`src/design/nna_pkg.sv`:
```
// ----------------------------------------------------------------------------
// nna_pkg
// Shared types and constants of the nearest neighbor association block.
// ----------------------------------------------------------------------------
package nna_pkg;

  localparam int CMD_BITS   = 2;
  localparam int ID_BITS    = 16;
  localparam int MAXD_BITS  = 23;
  localparam logic [MAXD_BITS-1:0] MAXD_RESET = 23'd25600;  // 100.0 in Q15.8
  localparam int DIFF_BITS  = 24;                 // saturated |difference|
  localparam int SQ_BITS    = 2 * DIFF_BITS + 1;  // dx^2 + dy^2

  typedef enum logic [CMD_BITS-1:0] {
    CMD_CLEAR  = 2'd0,
    CMD_APPEND = 2'd1,
    CMD_QUERY  = 2'd2
  } cmd_t;

  typedef enum logic [3:0] {
    ST_IDLE   = 4'b0001,
    ST_SCAN   = 4'b0010,
    ST_DRAIN  = 4'b0100,
    ST_FINISH = 4'b1000
  } state_t;

  // controller -> datapath
  typedef struct packed {
    logic load_item;  // latch the accepted beat, seed the search
    logic drop;       // append refused, table full
    logic ram_we;
    logic rd_en;
    logic out_load;
  } ctrl_cmd_t;

  // datapath -> controller
  typedef struct packed {
    logic busy;       // compare pipeline holds entries
  } dp_stat_t;

endpackage

```
`src/design/nna_ctrl.sv`:
```
// ----------------------------------------------------------------------------
// nna_ctrl
// Sequencer: accepts beats, keeps the table fill count, walks the table on
// a query and hands the result to the output register.
// ----------------------------------------------------------------------------
module nna_ctrl
  import nna_pkg::*;
#(
  parameter int TABLE_DEPTH = 64
) (
  input  logic                 clk,
  input  logic                 rst,
  input  logic                 req_valid,
  input  logic [CMD_BITS-1:0]  req_cmd,
  output logic                 req_ready,
  output logic                 rsp_valid,
  input  logic                 rsp_ready,
  output ctrl_cmd_t            cmd,
  output logic [(TABLE_DEPTH > 1 ? $clog2(TABLE_DEPTH) : 1)-1:0] waddr,
  output logic [(TABLE_DEPTH > 1 ? $clog2(TABLE_DEPTH) : 1)-1:0] raddr,
  input  dp_stat_t             stat
);

  localparam int AW = (TABLE_DEPTH > 1) ? $clog2(TABLE_DEPTH) : 1;
  localparam int CW = $clog2(TABLE_DEPTH + 1);
  localparam logic [CW-1:0] DEPTH_C = CW'(TABLE_DEPTH);

  state_t        state, state_next;
  logic [CW-1:0] pred_count, pred_count_next;
  logic [AW-1:0] scan_idx, scan_idx_next;
  logic          out_valid, out_valid_next;
  logic          accept, full, last;

  assign req_ready = (state == ST_IDLE);
  assign accept    = req_valid && req_ready;
  assign full      = (pred_count == DEPTH_C);
  assign last      = (CW'(scan_idx) == pred_count - CW'(1));
  assign waddr     = pred_count[AW-1:0];
  assign raddr     = scan_idx;
  assign rsp_valid = out_valid;

  always_comb begin
    state_next      = state;
    pred_count_next = pred_count;
    scan_idx_next   = scan_idx;
    out_valid_next  = out_valid;
    cmd             = '0;

    if (out_valid && rsp_ready) begin
      out_valid_next = 1'b0;
    end

    case (state)
      ST_IDLE: begin
        if (accept) begin
          cmd.load_item = 1'b1;
          scan_idx_next = '0;
          state_next    = ST_FINISH;
          if (req_cmd == CMD_CLEAR) begin
            pred_count_next = '0;
          end else if (req_cmd == CMD_APPEND) begin
            if (full) begin
              cmd.drop = 1'b1;
            end else begin
              cmd.ram_we      = 1'b1;
              pred_count_next = pred_count + CW'(1);
            end
          end else if (req_cmd == CMD_QUERY && pred_count != '0) begin
            state_next = ST_SCAN;
          end
        end
      end
      ST_SCAN: begin
        cmd.rd_en = 1'b1;
        if (last) begin
          scan_idx_next = '0;
          state_next    = ST_DRAIN;
        end else begin
          scan_idx_next = scan_idx + AW'(1);
        end
      end
      ST_DRAIN: begin
        // wait for the last entry to leave the compare pipeline
        if (!stat.busy) begin
          state_next = ST_FINISH;
        end
      end
      ST_FINISH: begin
        if (!out_valid || rsp_ready) begin
          cmd.out_load   = 1'b1;
          out_valid_next = 1'b1;
          state_next     = ST_IDLE;
        end
      end
      default: begin
        state_next = ST_IDLE;
      end
    endcase
  end

  always_ff @(posedge clk) begin
    if (rst) begin
      state      <= ST_IDLE;
      pred_count <= '0;
      scan_idx   <= '0;
      out_valid  <= 1'b0;
    end else begin
      state      <= state_next;
      pred_count <= pred_count_next;
      scan_idx   <= scan_idx_next;
      out_valid  <= out_valid_next;
    end
  end

endmodule

```
`config.mk`:
```
export PLATFORM = sky130hd
export DESIGN_NAME = nna_ctrl
export DESIGN_NICKNAME = d
export VERILOG_FILES = /design/src/design/nna_pkg.sv /design/src/design/nna_ctrl.sv
export SDC_FILE = /design/constraint.sdc
export NUM_CORES = 1
export LEC_CHECK = 0
export ABC_AREA = 1
export BUFFER_PORTS_ARGS = -buffer_cell sky130_fd_sc_hd__buf_2
export CAP_MARGIN = 0
export CORE_ASPECT_RATIO = 1.75
export CORE_MARGIN = 2
export CORE_UTILIZATION = 35
export CTS_CLUSTER_DIAMETER = 50
export DETAILED_ROUTE_END_ITERATION = 8
export PLACE_DENSITY = 0.61
export REMOVE_ABC_BUFFERS = 1
export SLEW_MARGIN = 20
export SYNTH_ARGS = -nofsm -noshare
export SYNTH_HDL_FRONTEND = slang
export SYNTH_SLANG_ARGS = --single-unit
export TNS_END_PERCENT = 1
```
`constraint.sdc`:
```
create_clock -name clk -period 3.4 [get_ports clk]
set_input_delay 1.02 -clock clk [delete_from_list [all_inputs] [get_ports clk]]
set_output_delay 1.02 -clock clk [all_outputs]
set_load 0.05 [all_outputs]
```
==> results of run 1 <==
area by class of cell:
cell class / instances / area (µm²) / area share
Multi-Input combinational cell: 149 / 790 / 0.518
Sequential cell: 18 / 360 / 0.236
Inverter: 36 / 135 / 0.0886
Timing Repair Buffer: 25 / 125 / 0.0820
Tap cell: 48 / 60.1 / 0.0394
Clock buffer: 4 / 55.1 / 0.0361
worst min-delay path, delay by kind of cell, from the launching register on:
kind | cells | cell delay [ns]
DFF | 1 | 0.37
and+or+nand+nor | 1 | 0.09
AOI/OAI and AO/OA | 1 | 0.05
final timing paths:
| path | startpoint | endpoint | slack (ns) |
|---|---|---|---|
| worst min register to register | raddr[1]$_SDFFE_PP0P_ | raddr[1]$_SDFFE_PP0P_ | 0.56 |
| worst max-delay path | req_valid | cmd[2] | 0.51 |
| worst max register to register | pred_count[0]$_SDFFE_PP0P_ | state[1]$_SDFFE_PP0P_ | 1.32 |
| worst min-delay path | raddr[1]$_SDFFE_PP0P_ | raddr[1]$_SDFFE_PP0P_ | 0.56 |
power by group:
part           switching (mW)  total [mW]  internal (mW)  leakage (nW)
Clock                  0.0760       0.179          0.103        0.0288
Combinational           0.102       0.144         0.0419         0.572
Sequential             0.0115       0.230          0.218         0.146
metal layers:
| metal | up-vias | share of wire | GRT usage |
|---|---|---|---|
| li1 | 696 | - | - |
| met3 | 9 | 0.033 | 0.0121 |
| met4 | 0 | 0.037 | 0.0885 |
| met5 | - | 0 | 0 |
| met2 | 28 | 0.54 | 0.282 |
| met1 | 571 | 0.39 | 0.164 |
logic make-up (layout without fill, tap and decap cells):
group / after synthesis / after routing / synth area share
XOR/XNOR: 7 / 7 / 0.0452
AND/OR/NAND/NOR: 119 / 119 / 0.418
buffers and inverters: 46 / 65 / 0.153
flip-flops: 18 / 18 / 0.265
AO/OA/AOI/OAI: 19 / 19 / 0.0820
adder cells (fa/ha/maj): 4 / 4 / 0.0369
flip-flops by register name, summed over array words and instances, names as in the netlist:
| name | count |
|---|---|
| rsp_valid | 1 |
| state | 4 |
| raddr | 6 |
| pred_count | 7 |
per-stage QoR:
| stage | std cells | utilization | instance area, µm² |
|---|---|---|---|
| after floorplan | 203 | - | 1280 |
| final | 280 | 0.402 | 1530 |
| after detailed placement | 276 | 0.388 | 1470 |
| after CTS | 280 | 0.402 | 1530 |
| after global routing | 280 | 0.402 | 1530 |
| after global placement | 276 | 0.388 | 1470 |
placed cells by master, fill, tap and decap left out:
cell type,Yosys,routed
a21oi_1,11,11
nor2_4,2,2
nor4_1,1,1
dfxtp_1,18,18
o21ai_0,4,4
nor2_1,31,31
nand3_1,20,20
xnor2_1,2,2
nor3_1,3,3
nand4_4,1,1
o21ai_4,1,1
inv_1,36,36
nor2_2,1,1
nand3_2,1,1
ha_1,4,4
or2_1,1,1
nand4_1,2,2
o21ai_1,1,1
clkbuf_8,0,4
o21bai_1,1,1
xor2_1,5,5
nor3_2,3,3
nand2_1,48,48
a22oi_1,1,1
buf_2,1,25
nand2_2,3,3
and3b_1,1,1
nor4_2,1,1
==> impl_metrics.json, run 1 <==
{
  "cts_setup_buffers": 0,
  "vias": 1304,
  "cp_top_family": "buffers and inverters",
  "grt_pass1_wl_um": 5090,
  "ios": 26,
  "slowest_delay_ns": 0.26,
  "fin_tns_setup_ns": 0,
  "wl_um": 3110,
  "antenna_found_initial": 0,
  "fin_skew_ns": 0.00266,
  "crit_path_end_kind": "output pin",
  "reg2regPathDepth": 12,
  "grt_max_degree": 11,
  "rsz0062_at_grt": "no",
  "timing.critical_path.mode_cell": "buf_2",
  "synth_edf_count": 0,
  "path_cells": "buf_2 -> nand4_4 -> nor2_4 -> nand3_1 -> inv_1 -> buf_2",
  "nNetsFinal": 244,
  "ctsHtreeMaxLevel": 1,
  "hpwl_um": 2570,
  "overflow": 0,
  "p_leak_nw": 0.746,
  "cts-root-buf": "clkbuf_8",
  "start_util": 0.358,
  "synth_area_leader_cell": "dfxtp_1",
  "dieArea_um2": 4410,
  "critPathKind": "in2out",
  "ys_seq_area_frac": 0.265,
  "route.antenna.remaining_nets": 0,
  "p_per_area_nw_per_um2": 362,
  "cts_sinks": 18,
  "finalHoldWorstSlack_ns": 0.560,
  "finalHoldViolations": 0,
  "async_reset_ff_frac": 0,
  "vias_per_cell": 4.66,
  "port_buffers": 25,
  "synth.distinct_cells": 30,
  "die_w_um": 51.1,
  "postCtsHoldBufs": 0,
  "synth.top_cell.area_share": 0.265,
  "ir_worst_vdd_uv": 187,
  "path_buf_inv": 3,
  "drtIter0Drc": 15,
  "setup_violations": 0,
  "tightest_slew_ns": 0.355,
  "whs_path_depth": 2,
  "critical_path_cell_count": 6,
  "synth.avg_cell_area_um2": 6.37,
  "cp_data_arrival_time_ns": 1.87,
  "cts_tree": "done",
  "cts_made_buffers": 3,
  "die_h_um": 86.4,
  "area_growth_pct": 12.4,
  "drtPass1Iterations": 4,
  "clock_path_buffers": 2,
  "drv_cap": 0,
  "syn_inst": 213,
  "clock_latency_ns": 0.26,
  "n_antenna_cell": 0,
  "ys_ff_latch": 18,
  "route.detailed.drc": 0,
  "pre_cts_slack_ns": 0.501,
  "worst_slack_ns": 0.510,
  "fmax_mhz": 346,
  "avgRoutedWirePerCell_um": 11.1,
  "place_congestion": 0.792,
  "cp_data_required_time_ns": 2.38,
  "num_rows": 30,
  "cp-start-kind": "primary input",
  "syn_area_um2": 1360,
  "drive_above_1_share": 0.181,
  "maxSlewViolCount": 0,
  "period_needed_ns": 2.89,
  "ys_warn_count": 0,
  "synthTopCellsByArea": "dfxtp_1 27%, nand2_1 13%, inv_1 10%",
  "fp.coreArea_um2": 3790,
  "yosysMostFrequentCell": "nand2_1",
  "power.total_mw": 0.553,
  "grt_pass1_vias": 1165,
  "crit_fanout": 4,
  "period_share": 0.850,
  "clk_pin_slew_ns": 0.07,
  "synthTopCellsByCount": "48 x nand2_1, 36 x inv_1, 31 x nor2_1, 20 x nand3_1, 18 x dfxtp_1",
  "crit_slowest_cell": "buf_2",
  "cts_resized": 0,
  "outcome": "finished clean",
  "hold_class": "reg2reg",
  "timing.slew.headroom": 0.763,
  "grt_use_total": 0.153,
  "nFillCells": 441,
  "ys.flop_type": "dfxtp_1"
}
Power figures use the tool's default switching activity.
==> run 2, diff against run 1 <==
--- a/config.mk
+++ b/config.mk
@@ -13,6 +13,7 @@
 export CORE_UTILIZATION = 35
 export CTS_CLUSTER_DIAMETER = 50
 export DETAILED_ROUTE_END_ITERATION = 8
+export GPL_TIMING_DRIVEN = 0
 export PLACE_DENSITY = 0.61
 export REMOVE_ABC_BUFFERS = 1
 export SLEW_MARGIN = 20
==> run 2 against run 1 <==
  * Combinational power is essentially flat
  * Non-clock buffer count is the same
  * Register-to-register slack lost 0.02 ns
  * Cell count shrank 0.36%
  * Count of clock-buffer cells in the layout shrank 1
  * Sequential power is essentially flat
  * Sequential share of layout area grew 0.22 points
  * Worst hold slack lost 0.0067 ns
  * Global-route usage grew 0.96 points
  * Clock power shrank 16%
  * Via count grew 0.61%
  * Critical path type unchanged
  * Critical endpoint unchanged
  * Largest cell class unchanged
  * Highest routed layer unchanged
==> impl_metrics.json, run 2 (synthesis results as in run 1) <==
{
  "fp.coreArea_um2": 3790,
  "layout_commonest_cell": "nand2_1",
  "cts_resized": 0,
  "ctsHtreeMaxLevel": 1,
  "start_util": 0.358,
  "num_rows": 30,
  "drive_above_1_share": 0.177,
  "drtIter0Drc": 40,
  "hold_class": "reg2reg",
  "setup_violations": 0,
  "hp-start": "raddr[1]$_SDFFE_PP0P_",
  "whs_path_depth": 2,
  "grt_use_total": 0.162,
  "place_congestion": 0.824,
  "crit_slowest_cell": "buf_2",
  "cp-start-kind": "primary input",
  "hpwl_um": 2590,
  "mostFrequentLayoutCells": "48 x nand2_1, 36 x inv_1, 31 x nor2_1",
  "ios": 26,
  "min_to": "raddr[1]$_SDFFE_PP0P_",
  "rr_startpoint": "pred_count[0]$_SDFFE_PP0P_",
  "antenna_found_initial": 0,
  "r2r-end": "state[1]$_SDFFE_PP0P_",
  "die_w_um": 51.1,
  "timing.critical_path.mode_cell": "buf_2",
  "p_per_area_nw_per_um2": 347,
  "r2r_setup_slack_ns": 1.30,
  "grt_max_degree": 10,
  "grt_pass1_vias": 1268,
  "postCtsHoldBufs": 0,
  "n_antenna_cell": 0,
  "avgRoutedWirePerCell_um": 11.4,
  "cts_setup_buffers": 0,
  "fmax_mhz": 344,
  "cts_sinks": 18,
  "cts_made_buffers": 3,
  "period_needed_ns": 2.90,
  "ir_worst_vdd_uv": 142,
  "route.antenna.remaining_nets": 0,
  "crit_fanout": 4,
  "largest_register_ffs": 7,
  "area_growth_pct": 11.3,
  "grt_pass1_wl_um": 5420,
  "wl_um": 3170,
  "post-route-util": 0.399,
  "drv_cap": 0,
  "dieArea_um2": 4410,
  "path_cells": "buf_2 -> nand4_4 -> nor2_4 -> nand3_1 -> inv_1 -> buf_2",
  "crit_path_end_kind": "output pin",
  "p_leak_nw": 0.739,
  "vias": 1312,
  "timing.slew.headroom": 0.764,
  "critPathKind": "in2out",
  "reg2regPathDepth": 12,
  "finalHoldWorstSlack_ns": 0.553,
  "cts-root-buf": "clkbuf_8",
  "tightest_slew_ns": 0.353,
  "clock_path_buffers": 2,
  "route.detailed.drc": 0,
  "overflow": 0,
  "slowest_delay_ns": 0.26,
  "clk_pin_slew_ns": 0.07,
  "rsz0062_at_grt": "no",
  "nFillCells": 435,
  "period_share": 0.854,
  "nNetsFinal": 244,
  "die_h_um": 86.4,
  "fin_skew_ns": 0.00192,
  "cts_tree": "done",
  "port_buffers": 25,
  "maxSlewViolCount": 0,
  "cp_data_arrival_time_ns": 1.88,
  "finalHoldViolations": 0,
  "vias_per_cell": 4.70,
  "top_register": "pred_count",
  "drtPass1Iterations": 4,
  "cp_data_required_time_ns": 2.38,
  "outcome": "finished clean",
  "clock_latency_ns": 0.26
}
run 2: changes by cell type in the layout (fill, tap and decap cells not counted), sizes merged:
cell / change
clkbuf: -1
run 2: area by class of cell:
cell class / instances / area, µm² / area share
inverter: 36 / 135 / 0.0894
multi-input combinational: 149 / 790 / 0.522
tap: 48 / 60.1 / 0.0397
sequential: 18 / 360 / 0.238
timing repair buffer: 25 / 125 / 0.0828
clock buffer: 3 / 41.3 / 0.0273
run 2: critical path: cells and delay by family:
kind / cells / cell delay (ns)
buf+inv: 3 / 0.45
simple gates: 3 / 0.40
run 2: worst max-delay path by stage:
stage | from | endpoint | slack [ns] | depth (start not counted)
2_1_floorplan | req_valid | cmd[3] | -0.29 | 2
3_3_place_gp | req_valid | cmd[2] | 0.49 | 6
3_5_place_dp | req_valid | cmd[2] | 0.49 | 6
4_1_cts | req_valid | cmd[2] | 0.48 | 6
5_1_grt | pred_count[0]$_SDFFE_PP0P_ | cmd[3] | 0.38 | 5
6_report | req_valid | cmd[2] | 0.50 | 6
run 2: metrics by stage:
stage	setup WS [ns]	total power [mW]	cell area (µm²)	instances	TNS (ns)
floorplan	-0.295	0.345	1280	203	-0.295
global placement	0.490	0.379	1470	276	0
detailed placement	0.488	0.379	1470	276	0
CTS	0.479	0.529	1510	279	0
global route	0.378	0.553	1510	279	0
finish	0.497	0.525	1510	279	0
run 2: power breakdown:
| group | leakage (nW) | internal (mW) | switching, mW | total (mW) |
|---|---|---|---|---|
| sequential | 0.146 | 0.218 | 0.0111 | 0.229 |
| combinational | 0.572 | 0.0419 | 0.102 | 0.144 |
| clock | 0.0216 | 0.0789 | 0.0726 | 0.151 |
run 2: layer usage:
layer | vias to the layer above | track usage | part of all wire
met5 | - | 0 | 0
met4 | 0 | 0.0983 | 0.034
met3 | 7 | 0.0155 | 0.029
met2 | 25 | 0.305 | 0.54
met1 | 585 | 0.166 | 0.39
li1 | 695 | - | -
